<file path="src/hdl/lse_ram.sv">
module lse_ram #(
    parameter int WIDTH = 16,
    parameter int DEPTH = 16
) (
    input  logic                                  i_clk,
    input  logic                                  i_we,
    input  logic [(DEPTH > 1 ? $clog2(DEPTH) : 1)-1:0] i_waddr,
    input  logic [WIDTH-1:0]                      i_wdata,
    input  logic                                  i_re,
    input  logic [(DEPTH > 1 ? $clog2(DEPTH) : 1)-1:0] i_raddr,
    output logic [WIDTH-1:0]                      o_rdata
);

    logic [WIDTH-1:0] r_mem [DEPTH];
    logic [WIDTH-1:0] r_rdata;

    // One write port, one registered read port.
    always_ff @(posedge i_clk) begin
        if (i_we) begin
            r_mem[i_waddr] <= i_wdata;
        end
        if (i_re) begin
            r_rdata <= r_mem[i_raddr];
        end
    end

    assign o_rdata = r_rdata;

endmodule

</file>
<file path="config.mk">
export PLATFORM = sky130hd
export DESIGN_NAME = lse_ram
export DESIGN_NICKNAME = d
export VERILOG_FILES = /design/src/hdl/lse_ram.sv
export SDC_FILE = /design/constraint.sdc
export NUM_CORES = 1
export LEC_CHECK = 0
export BUFFER_PORTS_ARGS = -buffer_cell sky130_fd_sc_hd__buf_2
export CORE_MARGIN = 3
export CORE_UTILIZATION = 35
export CTS_CLUSTER_DIAMETER = 60
export DETAILED_ROUTE_END_ITERATION = 7
export REMOVE_ABC_BUFFERS = 1
export SLEW_MARGIN = 10
export SYNTH_ARGS = -nofsm -noshare
export SYNTH_HDL_FRONTEND = slang
export SYNTH_SLANG_ARGS = --single-unit
</file>
<file path="constraint.sdc">
create_clock -name i_clk -period 5.8 [get_ports i_clk]
set_clock_uncertainty 0.05 [all_clocks]
set_input_delay 0.58 -clock i_clk [delete_from_list [all_inputs] [get_ports i_clk]]
set_output_delay 0.58 -clock i_clk [all_outputs]
set_load 0.02 [all_outputs]
</file>
==> reports/results.tsv <==
metric	value	unit
p_seq_frac	0.540	
crit_path_max_fanout	37	
met3_wirelength	2060	um
die_h	177	um
routed_wirelength	21200	um
port_buffers	42	
grt-ovfl-total	0	
cts-root-buf	clkbuf_16	
finalSetupTns	0	ns
p_per_area	348	mW/mm2
hold_class	in2reg	
vdd_drop_max	0.152	mV
vias_per_cell	5.09	
report.final.slew_viol_count	0	
design_area	0.0118	mm2
cts_buffer_depth	3	
hold_viol	0	
dr.pass1.iters	5	
diodes	0	
gp_congestion	0.730	
required	6.02	ns
worst_pin_slew	1.04	ns
synth_top_family_by_area	multiplexers	
crit_path_end_kind	flip-flop	
syn_to_final_growth	16.0	%
r2r-start	r_mem[11][1]$_DFFE_PP_	
path_clk_slew	0.06	ns
layout-drive-gt1-share	0.322	
comb_power_share	0.048	
worst-setup-path-type	in2reg	
h-tree-depth	1	
muxShareOfSynthArea	0.145	
p_sw	812	uW
drc	0	
cts_sinks	272	
place_hpwl	11600	um
grt_pass1_wl	31800	um
ctsResizeCount	0	
drt_iter0_markers	397	
initial_utilization	0.361	
hp-start	i_wdata[11]	
vias	4577	
met1_length	8060	um
std_cell_rows	61	
grt_start_max_net_pins	48	
total_power	4.12	mW
cts_tree	yes	
numCtsBuffers	27	
grt_usage	0.138	
clockPowerShare	0.412	
p_leak	3.80	nW
p_sw_frac	0.197	
nNetsFinal	530	
die_width	177	um
slew_headroom	0.304	
setup_viol	0	
clk_latency	0.52	ns
grt_antenna_before_repair	0	
finalCriticalPeriod	2.46	ns
met2WireLength	10800	um
synth_seq_cells	272	
die-area	0.0312	mm2
io_pins	43	
setup.worst_path.start_class	primary input	
synthDistinctLibCells	18	
synthCells	432	
holdBufCountCts	0	
syn_avg_cell_area	23.6	um2
power.internal	3.31	mW
synth_xor_area_frac	0	
first_global_vias	4975	
wl_per_cell	23.5	um
synth_fa_ha_area_frac	0	
postPlaceCellArea	0.0110	mm2
coreArea	0.0282	mm2
drv_cap	0	
netlist_area	0.0102	mm2
fmax	0.406	GHz
worstSetupStartpoint	i_raddr[0]	
period_share	0.425	
yosysSeqAreaShare	0.800	
cts_setup_buffers	0	
nFillCells	2470	
status	complete, no violations	
synthSimpleGateAreaFrac	0.0189	
routed.top_layer	met4	
synth_compound_area_frac	0.0235	
drt.antenna.violating_nets	0	
rsz0062_at_grt	false	
cp.arrival	2.69	ns
ys.warnings.count	0	
## cells by family after synthesis
| kind of cell | Yosys count |
|---|---|
| muxes | 64 |
| and+or+nand+nor | 43 |
| AOI/OAI and AO/OA | 32 |
| buffers and inverters | 21 |
| DFF | 272 |
## per-stage QoR
stage | setup slack, ns | utilization | hold WS [ns] | cells
finish | 3.34 | 0.419 | 0.376 | 900
global route | 3.08 | 0.419 | 0.377 | 900
CTS | 3.25 | 0.419 | 0.367 | 900
detailed placement | 2.70 | 0.389 | 0.680 | 852
global placement | 2.73 | 0.389 | 0.676 | 852
floorplan | 3.11 | - | 0.629 | 411
## power by group through the flow
stage / registers (mW) / logic, mW / clock network, mW
after floorplan: 2.28 / 0.0857 / 0
after global placement: 2.27 / 0.195 / 0
after detailed placement: 2.27 / 0.201 / 0
after CTS: 2.23 / 0.202 / 1.73
after global routing: 2.23 / 0.214 / 1.81
final: 2.23 / 0.196 / 1.70
## path summary, 6_finish.rpt
| check | to | slack [ns] | cells past startpoint |
|---|---|---|---|
| setup / recovery | o_rdata[4]$_DFFE_PP_ | 3.34 | 5 |
| hold reg to reg | o_rdata[11]$_DFFE_PP_ | 0.69 | 3 |
| setup reg to reg | o_rdata[1]$_DFFE_PP_ | 4.32 | 3 |
| hold / removal | r_mem[4][11]$_DFFE_PP_ | 0.38 | 1 |
## sequential cells by signal (all words and copies together) (netlist names)
register / cells
r_mem: 256
o_rdata: 16
## cell usage after synthesis (all sizes together)
cell | number | share of area
and2 | 1 | 0.00061
nand3b | 2 | 0.0015
clkbuf | 8 | 0.0029
a22oi | 32 | 0.024
nor2b | 2 | 0.0012
nor3 | 4 | 0.0020
buf | 13 | 0.0092
nor2 | 13 | 0.0048
edfxtp | 272 | 0.80
mux4 | 64 | 0.14
nand2b | 2 | 0.0012
nand3 | 1 | 0.00049
or3b | 1 | 0.00086
nand2 | 17 | 0.0063
## worst max-delay path: stages
cell and delay [ns]:
buf_4 0.57, buf_4 0.59, mux4_1 0.62, a22oi_1 0.21, nand2_1 0.09
## placed cells by master (no fill, tap or decap), types with 10 or more instances in the layout
master and n:
a22oi_1 32, buf_2 41, buf_4 22, clkbuf_16 27, clkinv_1 13, edfxtp_1 272, mux4_1 10, mux4_2 54
nand2_1 17, nor2_2 12
## area by class of cell
cell class,count,area (um2),area share
Clock buffer,28,679,0.0574
Clock inverter,20,184,0.0155
Multi-Input combinational cell,139,1960,0.166
Sequential cell,272,8170,0.690
Tap cell,378,473,0.0400
Timing Repair Buffer,63,370,0.0313
## metal layers
layer	up-vias	global-route usage
li1	1998	-
met4	0	0.0239
met3	24	0.0290
met2	160	0.235
met5	-	0
met1	2395	0.187
No activity file was read; power rests on OpenSTA's default activity.
